$ cat config.mk
export PLATFORM = sky130hd
export DESIGN_NAME = infix_to_postfix_converter
export DESIGN_NICKNAME = d
export VERILOG_FILES = /design/src/rtl/itp_pkg.sv /design/src/rtl/infix_to_postfix_converter.sv
export SDC_FILE = /design/constraint.sdc
export NUM_CORES = 1
export LEC_CHECK = 0
export ABC_AREA = 1
export BUFFER_PORTS_ARGS = -buffer_cell sky130_fd_sc_hd__buf_2
export CORE_ASPECT_RATIO = 2
export CORE_MARGIN = 5
export CORE_UTILIZATION = 60
export DETAILED_ROUTE_END_ITERATION = 10
export PLACE_DENSITY = 0.77
export SLEW_MARGIN = 25
export SYNTH_ARGS = -nofsm -noshare
export SYNTH_HDL_FRONTEND = slang
export SYNTH_SLANG_ARGS = --single-unit
export TNS_END_PERCENT = 1
$ cat constraint.sdc
create_clock -name clk_i -period 4.2 [get_ports clk_i]
set_input_delay 0.42 -clock clk_i [delete_from_list [all_inputs] [get_ports clk_i]]
set_output_delay 0.42 -clock clk_i [all_outputs]
set_load 0.005 [all_outputs]
$ cat src/rtl/itp_pkg.sv
// ----------------------------------------------------------------------------
// itp_pkg
// Constants, operator codes and lookup functions for the infix to postfix
// converter.
// ----------------------------------------------------------------------------
`timescale 1ns / 1ps

package itp_pkg;

  localparam int unsigned STACK_DEPTH = 16;
  localparam int unsigned PTR_W       = $clog2(STACK_DEPTH);
  localparam int unsigned CNT_W       = $clog2(STACK_DEPTH + 1);

  // Character classes; the first six are also the codes kept on the stack.
  typedef enum logic [2:0] {
    OP_OPEN  = 3'd0,
    OP_PLUS  = 3'd1,
    OP_MINUS = 3'd2,
    OP_MUL   = 3'd3,
    OP_DIV   = 3'd4,
    OP_POW   = 3'd5,
    OP_CLOSE = 3'd6,
    OP_OTHER = 3'd7
  } op_e;

  typedef enum logic [1:0] {
    ST_OK        = 2'd0,
    ST_UNMATCHED = 2'd1,
    ST_OVERFLOW  = 2'd2,
    ST_UNCLOSED  = 2'd3
  } status_e;

  function automatic op_e op_classify(input logic [7:0] ch);
    op_e k;
    case (ch)
      8'h28:   k = OP_OPEN;
      8'h2B:   k = OP_PLUS;
      8'h2D:   k = OP_MINUS;
      8'h2A:   k = OP_MUL;
      8'h2F:   k = OP_DIV;
      8'h5E:   k = OP_POW;
      8'h29:   k = OP_CLOSE;
      default: k = OP_OTHER;
    endcase
    return k;
  endfunction

  function automatic logic [7:0] op_char(input op_e k);
    logic [7:0] c;
    case (k)
      OP_PLUS:  c = 8'h2B;
      OP_MINUS: c = 8'h2D;
      OP_MUL:   c = 8'h2A;
      OP_DIV:   c = 8'h2F;
      OP_POW:   c = 8'h5E;
      default:  c = 8'h28;
    endcase
    return c;
  endfunction

  function automatic logic [1:0] op_prec(input op_e k);
    logic [1:0] p;
    case (k)
      OP_PLUS, OP_MINUS: p = 2'd1;
      OP_MUL, OP_DIV:    p = 2'd2;
      OP_POW:            p = 2'd3;
      default:           p = 2'd0;
    endcase
    return p;
  endfunction

endpackage

$ cat src/rtl/infix_to_postfix_converter.sv
// ----------------------------------------------------------------------------
// infix_to_postfix_converter
// Shunting-yard converter from an infix character stream to postfix beats.
// ----------------------------------------------------------------------------
// The block takes one ASCII character per input beat, with tlast on the final
// character of an expression, and returns the postfix form one character per
// output beat. Operands pass straight through, operators are reordered with an
// operator stack held in a small memory (STACK_DEPTH entries, set in the
// package), and the final character flushes the stack and closes the
// expression with an end beat that carries the status. The input is taken one
// character at a time and tready stays low until the character is done. An
// operand or an open goes from IDLE to FINISH. An operator or a close goes
// through READ, which reads the stack top out of the registered memory port,
// and EVAL, which compares its precedence and pushes the operator or drops
// the matching open; on an empty stack READ pushes the operator or flags a
// close as unmatched. Every operator popped off the stack takes another READ
// and EVAL, which stages it. The final character then flushes the stack
// with a READ and an EVAL for every operator it drains, until the stack is
// empty or an open stops it. After an error every character goes straight to
// FINISH. One character is staged so that the last beat of each character
// can be flagged; that beat moves out in FINISH. A full output register that
// is not taken stalls the sequencer until the sink accepts the beat.
// Errors (a close with no open, a stack overflow, an open left at the end) are
// reported in the status of the end beat; once one occurs no further
// characters are emitted until the expression ends. No clearing pass is
// needed after reset.
// ----------------------------------------------------------------------------
`timescale 1ns / 1ps

module infix_to_postfix_converter (
  input  logic       clk_i,
  input  logic       rst_ni,
  // Input characters.
  input  logic       s_axis_tvalid_i,
  output logic       s_axis_tready_o,
  input  logic [7:0] s_axis_tdata_i,   // [7:0] ch
  input  logic       s_axis_tlast_i,   // last character of the expression
  // Postfix beats.
  output logic       m_axis_tvalid_o,
  input  logic       m_axis_tready_i,
  output logic [7:0] m_axis_tdata_o,   // [7:0] out_char
  output logic [3:0] m_axis_tuser_o,   // [0] has_char, [1] end_of_expr, [3:2] status
  output logic       m_axis_tlast_o    // run_last: last beat caused by this character
);

  localparam int unsigned DEPTH = itp_pkg::STACK_DEPTH;
  localparam int unsigned PTR_W = itp_pkg::PTR_W;
  localparam int unsigned CNT_W = itp_pkg::CNT_W;

  // IDLE waits for a character, READ fetches the stack top, EVAL decides on
  // a pop, FINISH delivers the staged character and closes the character.
  typedef enum logic [1:0] {
    S_IDLE,
    S_READ,
    S_EVAL,
    S_FINISH
  } state_e;

  state_e              state_q, state_d;
  itp_pkg::op_e        kind_q, kind_d;
  logic                last_q, last_d;
  logic                flush_q, flush_d;
  logic [CNT_W-1:0]    cnt_q, cnt_d;
  itp_pkg::status_e    err_q, err_d;
  logic                pend_vld_q, pend_vld_d;
  logic [7:0]          pend_char_q, pend_char_d;
  logic                m_valid_q, m_valid_d;

  // Output register payload.
  logic [7:0]          out_char_q, out_char_n;
  logic                out_has_q, out_has_n;
  logic                out_end_q, out_end_n;
  itp_pkg::status_e    out_status_q, out_status_n;
  logic                out_last_q, out_last_n;
  logic                out_load;

  // Operator stack memory with a registered read port.
  itp_pkg::op_e        stack_mem [DEPTH];
  itp_pkg::op_e        rd_q;
  logic                rd_en;
  logic                mem_we;
  logic [PTR_W-1:0]    mem_waddr;
  itp_pkg::op_e        mem_wdata;
  logic [CNT_W-1:0]    cnt_m1;

  logic                in_beat;
  logic                out_free;
  itp_pkg::op_e        kind_in;

  assign in_beat  = s_axis_tvalid_i && s_axis_tready_o;
  assign out_free = !m_valid_q || m_axis_tready_i;
  assign kind_in  = itp_pkg::op_classify(s_axis_tdata_i);
  assign cnt_m1   = cnt_q - CNT_W'(1);

  always_comb begin
    logic         push_req;
    logic         post_req;
    logic         pop_req;
    itp_pkg::op_e push_code;
    logic         cur_last;

    push_req  = 1'b0;
    post_req  = 1'b0;
    pop_req   = 1'b0;
    push_code = kind_q;
    cur_last  = last_q;

    state_d     = state_q;
    kind_d      = kind_q;
    last_d      = last_q;
    flush_d     = flush_q;
    cnt_d       = cnt_q;
    err_d       = err_q;
    pend_vld_d  = pend_vld_q;
    pend_char_d = pend_char_q;

    rd_en     = 1'b0;
    mem_we    = 1'b0;
    mem_waddr = cnt_q[PTR_W-1:0];
    mem_wdata = push_code;

    out_load     = 1'b0;
    out_char_n   = pend_char_q;
    out_has_n    = 1'b1;
    out_end_n    = 1'b0;
    out_status_n = itp_pkg::ST_OK;
    out_last_n   = 1'b0;

    case (state_q)
      S_IDLE: begin
        if (in_beat) begin
          kind_d   = kind_in;
          last_d   = s_axis_tlast_i;
          flush_d  = 1'b0;
          cur_last = s_axis_tlast_i;
          if (err_q != itp_pkg::ST_OK) begin
            post_req = 1'b1;
          end else if (kind_in == itp_pkg::OP_OTHER) begin
            // Operands go straight to the staging register.
            pend_vld_d  = 1'b1;
            pend_char_d = s_axis_tdata_i;
            post_req    = 1'b1;
          end else if (kind_in == itp_pkg::OP_OPEN) begin
            push_req  = 1'b1;
            push_code = itp_pkg::OP_OPEN;
            post_req  = 1'b1;
          end else begin
            state_d = S_READ;
          end
        end
      end

      S_READ: begin
        if (cnt_q != '0) begin
          rd_en   = 1'b1;
          state_d = S_EVAL;
        end else if (flush_q) begin
          state_d = S_FINISH;
        end else if (kind_q == itp_pkg::OP_CLOSE) begin
          err_d    = itp_pkg::ST_UNMATCHED;
          post_req = 1'b1;
        end else begin
          push_req = 1'b1;
          post_req = 1'b1;
        end
      end

      S_EVAL: begin
        if (flush_q) begin
          if (rd_q == itp_pkg::OP_OPEN) begin
            err_d   = itp_pkg::ST_UNCLOSED;
            state_d = S_FINISH;
          end else begin
            pop_req = 1'b1;
          end
        end else if (kind_q == itp_pkg::OP_CLOSE) begin
          if (rd_q == itp_pkg::OP_OPEN) begin
            // The matching open is dropped.
            cnt_d    = cnt_m1;
            post_req = 1'b1;
          end else begin
            pop_req = 1'b1;
          end
        end else begin
          // '^' binds to the right, the other operators to the left.
          if ((rd_q != itp_pkg::OP_OPEN) &&
              ((itp_pkg::op_prec(rd_q) > itp_pkg::op_prec(kind_q)) ||
               ((itp_pkg::op_prec(rd_q) == itp_pkg::op_prec(kind_q)) &&
                (kind_q != itp_pkg::OP_POW)))) begin
            pop_req = 1'b1;
          end else begin
            push_req = 1'b1;
            post_req = 1'b1;
          end
        end

        if (pop_req && (!pend_vld_q || out_free)) begin
          if (pend_vld_q) begin
            out_load = 1'b1;
          end
          pend_vld_d  = 1'b1;
          pend_char_d = itp_pkg::op_char(rd_q);
          cnt_d       = cnt_m1;
          state_d     = S_READ;
        end
      end

      S_FINISH: begin
        if (pend_vld_q || last_q) begin
          if (out_free) begin
            out_load     = 1'b1;
            out_char_n   = pend_vld_q ? pend_char_q : 8'h00;
            out_has_n    = pend_vld_q;
            out_end_n    = last_q;
            out_status_n = last_q ? err_q : itp_pkg::ST_OK;
            out_last_n   = 1'b1;
            pend_vld_d   = 1'b0;
            if (last_q) begin
              cnt_d = '0;
              err_d = itp_pkg::ST_OK;
            end
            state_d = S_IDLE;
          end
        end else begin
          state_d = S_IDLE;
        end
      end

      default: begin
        state_d = S_IDLE;
      end
    endcase

    // A push onto a full stack drops the item and records an overflow.
    if (push_req) begin
      mem_wdata = push_code;
      if (cnt_q == CNT_W'(DEPTH)) begin
        if (err_d == itp_pkg::ST_OK) begin
          err_d = itp_pkg::ST_OVERFLOW;
        end
      end else begin
        mem_we = 1'b1;
        cnt_d  = cnt_q + CNT_W'(1);
      end
    end

    // After the character's own work, the final one flushes the stack.
    if (post_req) begin
      if (cur_last && (err_d == itp_pkg::ST_OK)) begin
        flush_d = 1'b1;
        state_d = S_READ;
      end else begin
        state_d = S_FINISH;
      end
    end

    m_valid_d = out_load || (m_valid_q && !m_axis_tready_i);
  end

  always_ff @(posedge clk_i or negedge rst_ni) begin
    if (!rst_ni) begin
      state_q    <= S_IDLE;
      kind_q     <= itp_pkg::OP_OTHER;
      last_q     <= 1'b0;
      flush_q    <= 1'b0;
      cnt_q      <= '0;
      err_q      <= itp_pkg::ST_OK;
      pend_vld_q <= 1'b0;
      m_valid_q  <= 1'b0;
    end else begin
      state_q    <= state_d;
      kind_q     <= kind_d;
      last_q     <= last_d;
      flush_q    <= flush_d;
      cnt_q      <= cnt_d;
      err_q      <= err_d;
      pend_vld_q <= pend_vld_d;
      m_valid_q  <= m_valid_d;
    end
  end

  always_ff @(posedge clk_i) begin
    pend_char_q <= pend_char_d;
    if (out_load) begin
      out_char_q   <= out_char_n;
      out_has_q    <= out_has_n;
      out_end_q    <= out_end_n;
      out_status_q <= out_status_n;
      out_last_q   <= out_last_n;
    end
  end

  always_ff @(posedge clk_i) begin
    if (mem_we) begin
      stack_mem[mem_waddr] <= mem_wdata;
    end
    if (rd_en) begin
      rd_q <= stack_mem[cnt_m1[PTR_W-1:0]];
    end
  end

  assign s_axis_tready_o = (state_q == S_IDLE);
  assign m_axis_tvalid_o = m_valid_q;
  assign m_axis_tdata_o  = out_char_q;
  assign m_axis_tuser_o  = {out_status_q, out_end_q, out_has_q};
  assign m_axis_tlast_o  = out_last_q;

endmodule

# Word level (Yosys, flattened, before mapping)
# Memory sizes are Yosys's and may differ from the RTL's. A register that Yosys moved wholly into a read port is not among the register bits.
# Cells that the tools add are included.
# word_totals
reg_bits,37
ramBits,48
in_bits,13
output_inout_bits,15
wordCells,201
memories,1
# op_classes
add_sub_neg,2
order_cmp,1
eq_ne,39
mux,110
reduce_logical,34
# mem_list
name,depth,word_bits,rd,rd_ports_with_merged_regs,write_ports,line_no,source
stack_mem,16,3,1,1,1,infix_to_postfix_converter.sv:78,itp_pkg::op_e stack_mem [DEPTH];
# op_table
op,count
2-to-1 mux 8 bit,8
2-to-1 mux 2 bit,30
"equality test 8 x 6 -> 1 bit, second input constant",6
2-to-1 mux 1 bit,45
2-to-1 mux 5 bit,9
one-hot mux 7 bit (5 select lines),1
one-hot mux 3 bit (7 select lines),1
"equality test 3 bit, second input constant",6
2-to-1 mux 3 bit,6
one-hot mux 2 bit (3 select lines),3
"inequality test 4 bit, second input constant",4
one-hot mux 8 bit (2 select lines),1
"equality test 3 x 2 -> 1 bit, second input constant",4
one-hot mux 5 bit (2 select lines),1
"inequality test 3 x 2 -> 1 bit, second input constant",3
one-hot mux 1 bit (3 select lines),3
"equality test 8 x 7 -> 1 bit, second input constant",1
"inequality test 2 bit, second input constant",4
one-hot mux 2 bit (4 select lines),1
AND reduction 8 bit,1
OR reduction 2 bit,4
AND reduction 7 bit,1
"equality test 3 x 1 -> 1 bit, second input constant",2
logical AND 1 bit,6
22 further kinds,35

# Depth between registers and ports, before layout
# Gate-level depths: netlist of the first run.
# depth
ltp_word,19
mapped_depth,19
mapped_depth_nobuf,19

# Worst setup path after synthesis of the first run
# No wires, ideal clock.
# synth_timing
path_kind,register -> register
from,register kind_q[0]
to,"register out_char_q[0], in the netlist m_axis_tdata_o[0], enable pin"
setup_time_ps,407
t_arrival_ps,2567
required_ps,3793
slack_ps,1226
path_stages_with_launch,12
path_buffers,0
period_less_slack_ps,2974
cell_sequence,dfstp_2 inv_2 nor3_1 nor2_1 ha_1 nand2_1 nor2_1 nand2_1 nand2_1 nand2_1 nand3_2 o32ai_1
# synth_via
elab_chain_len,17
word_cells_on_any_way,25
cone_classes,order compare: 1; eq/ne: 8; mux: 10; reduce/logical: 6
# synth_rtl
element,line_no,source
start: declaration,infix_to_postfix_converter.sv:60,"itp_pkg::op_e kind_q, kind_d;"
start signal: assignment,infix_to_postfix_converter.sv:263,kind_q <= itp_pkg::OP_OTHER;
start signal: assignment,infix_to_postfix_converter.sv:272,kind_q <= kind_d;
"equality test 3 x 2 -> 1 bit, or another cell as far along",itp_pkg.sv:63,case (k)
OR reduction 2 bit,itp_pkg.sv:63,
one-hot mux 2 bit (3 select lines),itp_pkg.sv:63,
2-to-1 mux 2 bit,infix_to_postfix_converter.sv:176,end else if (kind_q == itp_pkg::OP_CLOSE) begin
2-to-1 mux 2 bit,infix_to_postfix_converter.sv:169,if (flush_q) begin
2-to-1 mux 2 bit,infix_to_postfix_converter.sv:129,case (state_q)
equality test 2 bit,infix_to_postfix_converter.sv:188,((itp_pkg::op_prec(rd_q) == itp_pkg::op_prec(kind_q)) &&
logical AND 1 bit,infix_to_postfix_converter.sv:188,
(+2 left out),-,
2-to-1 mux 1 bit,infix_to_postfix_converter.sv:186,if ((rd_q != itp_pkg::OP_OPEN) &&
2-to-1 mux 1 bit (*),infix_to_postfix_converter.sv:176,
2-to-1 mux 1 bit (*),infix_to_postfix_converter.sv:169,
2-to-1 mux 1 bit (*),infix_to_postfix_converter.sv:129,
logical AND 1 bit (*),infix_to_postfix_converter.sv:197,if (pop_req && (!pend_vld_q || out_free)) begin
2-to-1 mux 1 bit (*),infix_to_postfix_converter.sv:197,
one-hot mux 1 bit (2 select lines) (*),infix_to_postfix_converter.sv:129,
named net out_load,infix_to_postfix_converter.sv:75,logic out_load;
end signal: assignment,infix_to_postfix_converter.sv:285,out_char_q <= out_char_n;
end: declaration,infix_to_postfix_converter.sv:70,"logic [7:0] out_char_q, out_char_n;"
# Mark *: on every way through the listed nets, which the timed path passes. The rest lies on a longest branch. The select of a mux whose other input is x is not followed.
# A chain may end at the register's enable or synchronous reset.

# Final worst setup path of the first run
# layout_timing
from,register kind_q[0]
to,"memory stack_mem[3][1] (netlist bit), enable pin"
# layout_via
elab_chain_len,17
word_cells_on_any_way,28
cone_classes,order compare: 1; eq/ne: 8; mux: 14; reduce/logical: 5
# layout_rtl
element,line_no,source
"equality test 3 x 2 -> 1 bit, or another cell as far along",itp_pkg.sv:63,
OR reduction 2 bit,itp_pkg.sv:63,
one-hot mux 2 bit (3 select lines),itp_pkg.sv:63,
2-to-1 mux 2 bit,infix_to_postfix_converter.sv:176,
2-to-1 mux 2 bit,infix_to_postfix_converter.sv:169,
2-to-1 mux 2 bit,infix_to_postfix_converter.sv:129,
equality test 2 bit,infix_to_postfix_converter.sv:188,
logical AND 1 bit,infix_to_postfix_converter.sv:188,
logical OR 1 bit,infix_to_postfix_converter.sv:187,((itp_pkg::op_prec(rd_q) > itp_pkg::op_prec(kind_q)) ||
logical AND 1 bit,infix_to_postfix_converter.sv:186,
2-to-1 mux 1 bit,infix_to_postfix_converter.sv:186,
2-to-1 mux 1 bit,infix_to_postfix_converter.sv:176,
2-to-1 mux 1 bit,infix_to_postfix_converter.sv:169,
one-hot mux 1 bit (3 select lines) (*),infix_to_postfix_converter.sv:129,
2-to-1 mux 1 bit (*),infix_to_postfix_converter.sv:235,if (push_req) begin
2-to-1 mux 1 bit (*),infix_to_postfix_converter.sv:294,if (mem_we) begin
2-to-1 mux 1 bit (not written as such) (*),infix_to_postfix_converter.sv:295,stack_mem[mem_waddr] <= mem_wdata;
end: declaration,infix_to_postfix_converter.sv:78,
# Mark *: on every way between the ends. The rest lies on a longest branch, timed or not. The select of a mux whose other input is x is not followed.

==> results of run 1 <==
[cell usage in the layout, fill, tap and decap left out, types with 6 or more instances in the layout]
| cell type | count |
|---|---|
| a21oi_1 | 9 |
| a31oi_1 | 7 |
| buf_2 | 27 |
| clkbuf_16 | 9 |
| dfrtp_1 | 13 |
| edfxtp_1 | 72 |
| ha_1 | 6 |
| inv_1 | 55 |
| mux2i_1 | 6 |
| nand2_1 | 71 |
| nand2_2 | 7 |
| nand3_1 | 24 |
| nand3_2 | 6 |
| nor2_1 | 62 |
| nor3_1 | 7 |
| o21ai_0 | 32 |
| o221ai_1 | 6 |
| o32ai_1 | 6 |
[critical path, delay by kind of cell (launching register included)]
kind / cells / cell delay, ns
adders and majority gates: 1 / 0.29
buffers and inverters: 1 / 0.06
DFF: 1 / 0.54
and+or+nand+nor: 12 / 1.64
[metrics by stage]
| step | power [mW] | setup WS, ns |
|---|---|---|
| CTS | 4.03 | 1.31 |
| global route | 4.31 | 1.10 |
| finish | 4.04 | 1.31 |
| detailed placement | 3.20 | 1.32 |
| floorplan | 2.74 | 1.23 |
| global placement | 3.14 | 1.40 |
[layer usage]
metal  part of all wire  vias up
met4              0.053        0
met3              0.029       38
met5                  0        -
met1               0.33     1588
li1                   -     1591
met2               0.59       85
[area by class of cell]
| type | count | area (um^2) |
|---|---|---|
| Timing Repair Buffer | 32 | 173 |
| Clock inverter | 6 | 83.8 |
| Tap cell | 92 | 115 |
| Clock buffer | 10 | 229 |
| Sequential cell | 88 | 2570 |
| Multi-Input combinational cell | 286 | 1600 |
| Inverter | 62 | 239 |
| Fill cell | 581 | 2260 |
[path summary, 6_finish.rpt]
path | slack (ns) | startpoint | to | cells after the start
min | 0.003 | rst_ni | last_q | 1
max | 1.31 | kind_q[0] | stack_mem[3][1] | 14
max in group asynchronous | 3.87 | rst_ni | kind_q[2] | 1
min reg2reg | 0.51 | pend_char_q[7] | m_axis_tdata_o[7] | 2
max reg2reg | 1.31 | kind_q[0] | stack_mem[3][1] | 14
min in group clk_i | 0.35 | s_axis_tlast_i | last_q | 3
[kinds of logic after synthesis]
group,share of synthesized area
AO/OA/AOI/OAI,0.0940
XOR/XNOR,0.00974
adder cells (fa/ha/maj),0.0167
AND/OR/NAND/NOR,0.217
multiplexers,0.0134
flip-flops,0.571
buffers and inverters,0.0785
[sequential cells by signal (all words and copies together), names as in the netlist, 2 cells and up]
name	flops
stack_mem	48
m_axis_tdata_o	8
pend_char_q	8
cnt_q	5
kind_q	3
rd_q	3
err_q	2
out_status_q	2
state_q	2
[power groups by stage]
stage                     Combinational, mW  Clock, mW  Sequential, mW
after floorplan                        1.35          0            1.39
after global placement                 1.70          0            1.43
after detailed placement               1.76          0            1.44
after CTS                              1.77      0.839            1.43
after global routing                   1.98      0.882            1.45
final                                  1.79      0.828            1.42
==> flow_metrics.env, run 1 <==
export IMPL_path_cells="inv_2 -> nor3_1 -> nor2_1 -> ha_1 -> nand2_1 -> nor2_1 -> nand2_1 -> nand3_1 -> nand2_1 -> nand2_1 -> nand2_1 -> nand2_2 -> nand2_2 -> nor3_1"
export IMPL_cts_made_buffers=9
export IMPL_fin_skew_ns=0.00274
export IMPL_cts_root_buffer="clkbuf_16"
export IMPL_cts_resized=0
export IMPL_cts_tree="built"
export IMPL_use_met2=0.432
export IMPL_area_growth_pct=11.2
export IMPL_io_buffer_count=27
export IMPL_met1_usage=0.193
export IMPL_ir_worst_vdd_uv=439
export IMPL_grt_antenna_before_repair=0
export IMPL_drive_above_1_share=0.180
export IMPL_cp_required_ns=4.18
export IMPL_slew_headroom=0.535
export IMPL_viasPerCell=5.73
export IMPL_synth_ff_latch_count=88
export IMPL_postLayoutCoreUtil=0.688
export IMPL_globalRouteMet3Util=0.0433
export IMPL_power_density_mw_per_mm2=807
export IMPL_fin_cells=576
export IMPL_start_util=0.619
export IMPL_dr_pass1_iters=4
export IMPL_ant_nets=0
export IMPL_worst_slew_pin_slew_ns=0.698
export IMPL_syn_area_per_cell_um2=9.90
export IMPL_synth_top_cells_by_count="edfxtp_1, nand2_1, nor2_1"
export IMPL_top_usage_layer="met2"
export IMPL_grt_pass1_wl_um=15800
export IMPL_antenna_cells=0
export IMPL_setup_tns_ns=0
export IMPL_period_share=0.687
export IMPL_place_hpwl_um=7610
export IMPL_setup_viol=0
export IMPL_routabilityCongestion=0.948
export IMPL_fp_coreArea_mm2=0.00727
export IMPL_die_y_um=132
export IMPL_critical_path_arrival_ns=2.86
export IMPL_dpl_cell_area_mm2=0.00468
export IMPL_cp_max_fo=20
export IMPL_drt_iter0_drc=292
export IMPL_power_net_switching_mw=1.66
export IMPL_synth_edff_count=72
export IMPL_postCtsSetupBuffers=0
export IMPL_routed_wl_um=9940
export IMPL_worstSetupPathType="flop to flop"
export IMPL_crit_path_start_kind="flop"
export IMPL_ios=28
export IMPL_yosys_cell_types_count=41
export IMPL_vias=3302
export IMPL_synth_top_area_frac=0.481
export IMPL_synth_most_common_cell="edfxtp_1"
export IMPL_hold_viol_final=0
export IMPL_seqPwrFrac=0.353
export IMPL_grt_overflow_total=0
export IMPL_synthTopCellsByArea="edfxtp_1, dfrtp_1, nand2_1"
export IMPL_max_freq_mhz=347
export IMPL_min_period_ns=2.89
export IMPL_drc=0
export IMPL_final_area_mm2=0.00500
export IMPL_first_global_vias=3409
export IMPL_ys_flop_type="edfxtp_1"
export IMPL_whs_ns=0.00337
export IMPL_clkTransAtPathRegs_ns=0.06
export IMPL_cp_slowest_stage_delay_ns=0.54
export IMPL_post_place_cells=560
export IMPL_rsz0062_at_grt="no"
export IMPL_grt_max_degree=29
export IMPL_power_frac_clock=0.205
export IMPL_min_path_type="input port to async pin"
export IMPL_syn_area_mm2=0.00450
export IMPL_syn_nets=473
export IMPL_synth_cells=454
export IMPL_track_usage=0.221
export IMPL_maxCapViolCount=0
export IMPL_clock_sinks=88
export IMPL_crit_path_top_delay_cell="dfstp_2"
export IMPL_async_reset_ff_frac=0.182
export IMPL_outcome="finished, final reports clean"
export IMPL_fp_dieW_um=71.2
export IMPL_ctsHoldBuffers=0
export IMPL_num_rows=44
export IMPL_clockBufferDepth=2
export IMPL_insertion_delay_ns=0.34
export IMPL_synth_warnings=0
export IMPL_nets=498
export IMPL_htreeDepth=3
export IMPL_combPwrFrac=0.442
export IMPL_end_kind="flop"
export IMPL_path_common_cell="nand2_1"
export IMPL_switching_share=0.411
export IMPL_dieArea_mm2=0.00943
export IMPL_p_int_mw=2.38
export IMPL_synth_largest_area_cell="edfxtp_1"
export IMPL_drv_slew=0
export IMPL_wl_per_cell_um=17.3
export IMPL_leakagePower_nw=2.12
export IMPL_synth_seq_area_share=0.571
Note: power is estimated with default switching activity, not from simulation.
==> inputs of run 2 (changes only) <==
- clock period: 4.2 -> 2.9 ns (I/O delays scaled with it)
==> run 2 against run 1 <==
Final area increased by 1.6%. Routed wire length rose by 0.80%. Total power is 47% higher. Core utilization rose by 1.1 points. Register-to-register slack got worse by 1.1 ns. Sequential power grew 46%. Non-clock buffer count grew 8. Fmax up 7.7%. Sequential cell count did not move. Setup slack worse by 1.1 ns.
==> flow_metrics.env, run 2 (same netlist as run 1, synthesis figures left out) <==
export IMPL_outcome="finished, final reports clean"
export IMPL_min_path_type="input port to flop"
export IMPL_critical_path_arrival_ns=2.74
export IMPL_ios=28
export IMPL_grt_pass1_wl_um=15900
export IMPL_crit_path_start_kind="flop"
export IMPL_fin_skew_ns=0.00640
export IMPL_dr_pass1_iters=5
export IMPL_vias=3337
export IMPL_htreeDepth=3
export IMPL_end_kind="flop"
export IMPL_period_share=0.924
export IMPL_fp_dieW_um=71.2
export IMPL_ir_worst_vdd_uv=556
export IMPL_clock_sinks=88
export IMPL_grt_max_degree=28
export IMPL_finalWorstSetupSlack_ns=0.221
export IMPL_drv_slew=0
export IMPL_hold_viol_final=0
export IMPL_track_usage=0.222
export IMPL_crit_path_top_delay_cell="dfstp_2"
export IMPL_wl_per_cell_um=17.2
export IMPL_max_freq_mhz=373
export IMPL_layout_commonest_cell="edfxtp_1"
export IMPL_start_util=0.619
export IMPL_critical_path_endpoint="stack_mem[11][2]"
export IMPL_place_ws_ns=0.221
export IMPL_routed_wl_um=10000
export IMPL_cp_slowest_stage_delay_ns=0.56
export IMPL_rsz0062_at_grt="yes"
export IMPL_hold_depth=3
export IMPL_leakagePower_nw=2.16
export IMPL_dieArea_mm2=0.00943
export IMPL_worstSetupPathType="flop to flop"
export IMPL_ant_nets=0
export IMPL_worst_slew_pin_slew_ns=0.683
export IMPL_fin_cells=584
export IMPL_viasPerCell=5.71
export IMPL_clockBufferDepth=2
export IMPL_grt_antenna_before_repair=0
export IMPL_io_buffer_count=27
export IMPL_antenna_cells=0
export IMPL_postCtsSetupBuffers=0
export IMPL_largest_reg_flops=48
export IMPL_clkTransAtPathRegs_ns=0.06
export IMPL_drt_iter0_drc=260
export IMPL_final_area_mm2=0.00508
export IMPL_routabilityCongestion=0.938
export IMPL_maxCapViolCount=0
export IMPL_dpl_cell_area_mm2=0.00473
export IMPL_grt_overflow_total=0
export IMPL_worstReg2RegEnd="stack_mem[11][2]"
export IMPL_path_common_cell="nand2_1"
export IMPL_r2r_start="kind_q[2]"
export IMPL_min_period_ns=2.68
export IMPL_top_register="stack_mem"
export IMPL_post_place_cells=567
export IMPL_slew_headroom=0.545
export IMPL_cts_tree="built"
export IMPL_area_growth_pct=13.0
export IMPL_die_y_um=132
export IMPL_drive_above_1_share=0.201
export IMPL_final_cell_mix="edfxtp_1, nand2_1, nor2_1"
export IMPL_r2r_slack_ns=0.22
export IMPL_cts_root_buffer="clkbuf_16"
export IMPL_setup_viol=0
export IMPL_place_hpwl_um=7520
export IMPL_drc=0
export IMPL_path_cells="inv_1 -> nor2_1 -> nor2_1 -> ha_1 -> nand2_1 -> nor2_1 -> nand2_1 -> nand3_1 -> nand2_1 -> nand2_1 -> nand2_1 -> nand2_2 -> nand2_4 -> nor3_1 -> buf_4"
export IMPL_cts_made_buffers=9
export IMPL_setup_tns_ns=0
export IMPL_worstRegToRegCells=15
export IMPL_cp_max_fo=10
export IMPL_num_rows=44
export IMPL_nFillCells=564
export IMPL_fp_coreArea_mm2=0.00727
export IMPL_crit_start="kind_q[2]"
export IMPL_cp_required_ns=2.96
export IMPL_insertion_delay_ns=0.34
export IMPL_power_density_mw_per_mm2=1170
export IMPL_first_global_vias=3428
export IMPL_nets=506
-- run 2: cell count changes in the layout (fill, tap and decap cells not counted), sizes merged --
| cell | previous run | this run |
|---|---|---|
| inv | 61 | 63 |
| buf | 32 | 39 |
| clkinv | 5 | 3 |
| dlygate4sd3 | 0 | 1 |
-- run 2: critical path: cells and delay by family, from the launching register on --
family	cells	cell delay [ns]
adders and majority gates	1	0.29
buffers and inverters	2	0.27
DFF	1	0.56
and+or+nand+nor	12	1.26
-- run 2: per-layer routing --
| metal | part of all wire | vias up | global-route usage |
|---|---|---|---|
| li1 | - | 1611 | - |
| met4 | 0.044 | 0 | 0.117 |
| met3 | 0.031 | 32 | 0.0440 |
| met5 | 0 | - | 0 |
| met1 | 0.33 | 1595 | 0.189 |
| met2 | 0.60 | 99 | 0.448 |
-- run 2: worst min-delay path by stage --
stage                               from  slack [ns]          to
after floorplan                   rst_ni      -0.006    cnt_q[0]
after global placement            rst_ni        0.24  pend_vld_q
after detailed placement          rst_ni        0.25    cnt_q[4]
after CTS                 s_axis_tlast_i        0.21      last_q
after global routing      s_axis_tlast_i        0.25      last_q
final                     s_axis_tlast_i        0.22      last_q
-- run 2: where the power goes --
part | switching [mW] | total, mW | internal, mW
registers | 0.213 | 2.07 | 1.86
logic | 1.78 | 2.64 | 0.862
clock network | 0.476 | 1.24 | 0.761
-- run 2: stage by stage --
step | hold slack [ns] | power, mW | utilization
floorplan | -0.00559 | 3.98 | -
global placement | 0.242 | 4.57 | 0.651
detailed placement | 0.247 | 4.67 | 0.651
CTS | 0.211 | 5.93 | 0.696
global route | 0.248 | 6.32 | 0.699
finish | 0.219 | 5.95 | 0.699
-- run 2: area by class of cell --
| class | count | area, um^2 | area share |
|---|---|---|---|
| Timing Repair Buffer | 40 | 235 | 0.0463 |
| Inverter | 62 | 239 | 0.0470 |
| Multi-Input combinational cell | 286 | 1610 | 0.316 |
| Clock inverter | 6 | 91.3 | 0.0180 |
| Clock buffer | 10 | 229 | 0.0451 |
| Sequential cell | 88 | 2570 | 0.505 |
| Tap cell | 92 | 115 | 0.0227 |
-- run 2: repair_timing --
action	in CTS	in global routing
hold buffers	1	0
endpoints found under the hold margin	13	0
endpoints found under the setup margin	0	43
resized for setup	0	6
==> inputs of run 3 (changes only) <==
- CORE_MARGIN: 5 -> unset
- CORE_UTILIZATION: 60 -> 45
- GPL_TIMING_DRIVEN: unset -> 0
- PLACE_DENSITY: 0.77 -> 0.6
==> run 3 against run 2 <==
Largest power group unchanged. Critical path depth fell by 6. Critical endpoint is now rd_q[1]. Sequential share of layout area is 0.94 points lower. Clock-buffer cell count up 3. Via count about the same. First-iteration DRC count shrank 27%. Routed wire length is 4.0% higher. Final cell count grew 7.9%. Sequential power shrank 3%. Register-to-register slack lost 0.09 ns.
==> flow_metrics.env, run 3 (same netlist as run 1, synthesis figures left out) <==
export IMPL_outcome="finished, final reports clean"
export IMPL_crit_path_top_delay_cell="dfrtp_1"
export IMPL_track_usage=0.218
export IMPL_setup_tns_ns=0
export IMPL_cp_required_ns=3.08
export IMPL_cts_tree="built"
export IMPL_dieArea_mm2=0.0104
export IMPL_routed_wl_um=10400
export IMPL_htreeDepth=3
export IMPL_path_common_cell="o21ai_0"
export IMPL_final_cell_mix="edfxtp_1, nand2_1, nor2_1"
export IMPL_ios=28
export IMPL_hold_viol_final=0
export IMPL_nets=512
export IMPL_grt_pass1_wl_um=16300
export IMPL_max_freq_mhz=362
export IMPL_setup_viol=0
export IMPL_critical_path_arrival_ns=2.95
export IMPL_crit_path_start_kind="flop"
export IMPL_min_period_ns=2.77
export IMPL_vias=3334
export IMPL_top_register="stack_mem"
export IMPL_viasPerCell=5.29
export IMPL_dr_pass1_iters=5
export IMPL_cp_max_fo=14
export IMPL_min_path_type="input port to flop"
export IMPL_fp_dieW_um=72.7
export IMPL_drc=0
export IMPL_start_util=0.464
export IMPL_num_rows=51
export IMPL_period_share=0.954
export IMPL_cts_made_buffers=9
export IMPL_area_growth_pct=15.1
export IMPL_maxCapViolCount=0
export IMPL_leakagePower_nw=2.15
export IMPL_drt_iter0_drc=189
export IMPL_end_kind="flop"
export IMPL_worstReg2RegEnd="rd_q[1]"
export IMPL_worstRegToRegCells=9
export IMPL_place_hpwl_um=8150
export IMPL_die_y_um=143
export IMPL_crit_buf_inv=4
export IMPL_antenna_cells=0
export IMPL_ir_worst_vdd_uv=571
export IMPL_hp_start="s_axis_tdata_i[7]"
export IMPL_crit_family="buffers and inverters"
export IMPL_drv_slew=0
export IMPL_final_area_mm2=0.00518
export IMPL_r2r_start="cnt_q[0]"
export IMPL_rsz0062_at_grt="no"
export IMPL_clock_sinks=88
export IMPL_hold_depth=3
export IMPL_dpl_cell_area_mm2=0.00484
export IMPL_layout_commonest_cell="edfxtp_1"
export IMPL_clkTransAtPathRegs_ns=0.06
export IMPL_first_global_vias=3399
export IMPL_path_cells="buf_2 -> clkinvlp_4 -> ha_1 -> clkbuf_1 -> clkbuf_2 -> o21ai_0 -> o221ai_1 -> nand3_1 -> o21ai_0"
export IMPL_cts_root_buffer="clkbuf_16"
export IMPL_fin_total_pwr_mw=6.00
export IMPL_whs_ns=0.287
export IMPL_worst_slew_pin_slew_ns=0.838
export IMPL_ant_nets=0
export IMPL_clockBufferDepth=2
export IMPL_holdPathEnd="pend_char_q[7]"
export IMPL_io_buffer_count=27
export IMPL_cp_slowest_stage_delay_ns=0.39
export IMPL_grt_antenna_before_repair=0
export IMPL_worstSetupPathType="flop to flop"
export IMPL_nFillCells=934
export IMPL_fp_coreArea_mm2=0.00970
export IMPL_fin_skew_ns=0.00672
export IMPL_routabilityCongestion=0.875
export IMPL_power_density_mw_per_mm2=1160
export IMPL_r2r_slack_ns=0.13
export IMPL_insertion_delay_ns=0.34
export IMPL_slew_headroom=0.439
export IMPL_drive_above_1_share=0.213
export IMPL_postLayoutCoreUtil=0.534
export IMPL_grt_overflow_total=0
export IMPL_grt_max_degree=17
export IMPL_wl_per_cell_um=16.5
export IMPL_largest_reg_flops=48
[run 3: cell count changes in the layout (fill, tap and decap cells not counted), sizes merged]
cell,change
clkinvlp,+2
bufinv,-1
buf,+1
clkinv,-1
inv,-3
clkbuf,+8
[run 3: cell type report]
class                   instances  area [um^2]  area share
repair buffers                 29          153      0.0295
multi-input cells             286         1660       0.320
clock inverters                 3         42.5     0.00822
inverters                      62          243      0.0469
flip-flops and latches         88         2570       0.496
plain buffers                  17          113      0.0217
clock buffers                  13          240      0.0464
well taps                     132          165      0.0319
[run 3: what timing repair did]
action / 4_1_cts / 5_1_grt
buffers inserted: 0 / 0
hold buffers: 1 / 0
hold endpoints to repair: 13 / 0
gates resized for setup: 2 / 11
endpoints found under the setup margin: 50 / 40
[run 3: worst reg2reg max path, stage by stage (launching register included)]
cell        delay (ns)
dfrtp_1           0.39
buf_2             0.24
clkinvlp_4        0.30
ha_1              0.39
clkbuf_1          0.31
clkbuf_2          0.30
o21ai_0           0.12
o221ai_1          0.31
nand3_1           0.15
o21ai_0           0.11
[run 3: worst max path at each step]
stage,endpoint,from,slack (ns),cells after the start
3_5_place_dp,stack_mem[12][1],cnt_q[0],-0.29,13
4_1_cts,stack_mem[3][2],cnt_q[0],0.01,12
3_3_place_gp,stack_mem[12][1],cnt_q[0],-0.33,13
5_1_grt,stack_mem[9][0],rd_q[0],0.01,18
6_report,rd_q[1],cnt_q[0],0.13,9
2_1_floorplan,m_axis_tdata_o[0],kind_q[0],0.41,11
[run 3: metrics by stage]
stage          setup slack [ns]  cells
2_1_floorplan             0.405    454
3_3_place_gp             -0.332    613
3_5_place_dp             -0.293    614
4_1_cts                 0.00987    630
5_1_grt                  0.0127    630
6_report                  0.135    630
[run 3: per-layer routing]
layer,routed length [um],global-route usage
met4,565,0.155
met2,6210,0.440
met5,0,0
met1,3360,0.177
met3,295,0.0372
[run 3: where the power goes]
group	internal [mW]	total [mW]	switching (mW)	leakage (nW)
clock	0.667	1.12	0.454	0.134
sequential	1.86	2.01	0.144	0.839
combinational	0.927	2.87	1.95	1.18
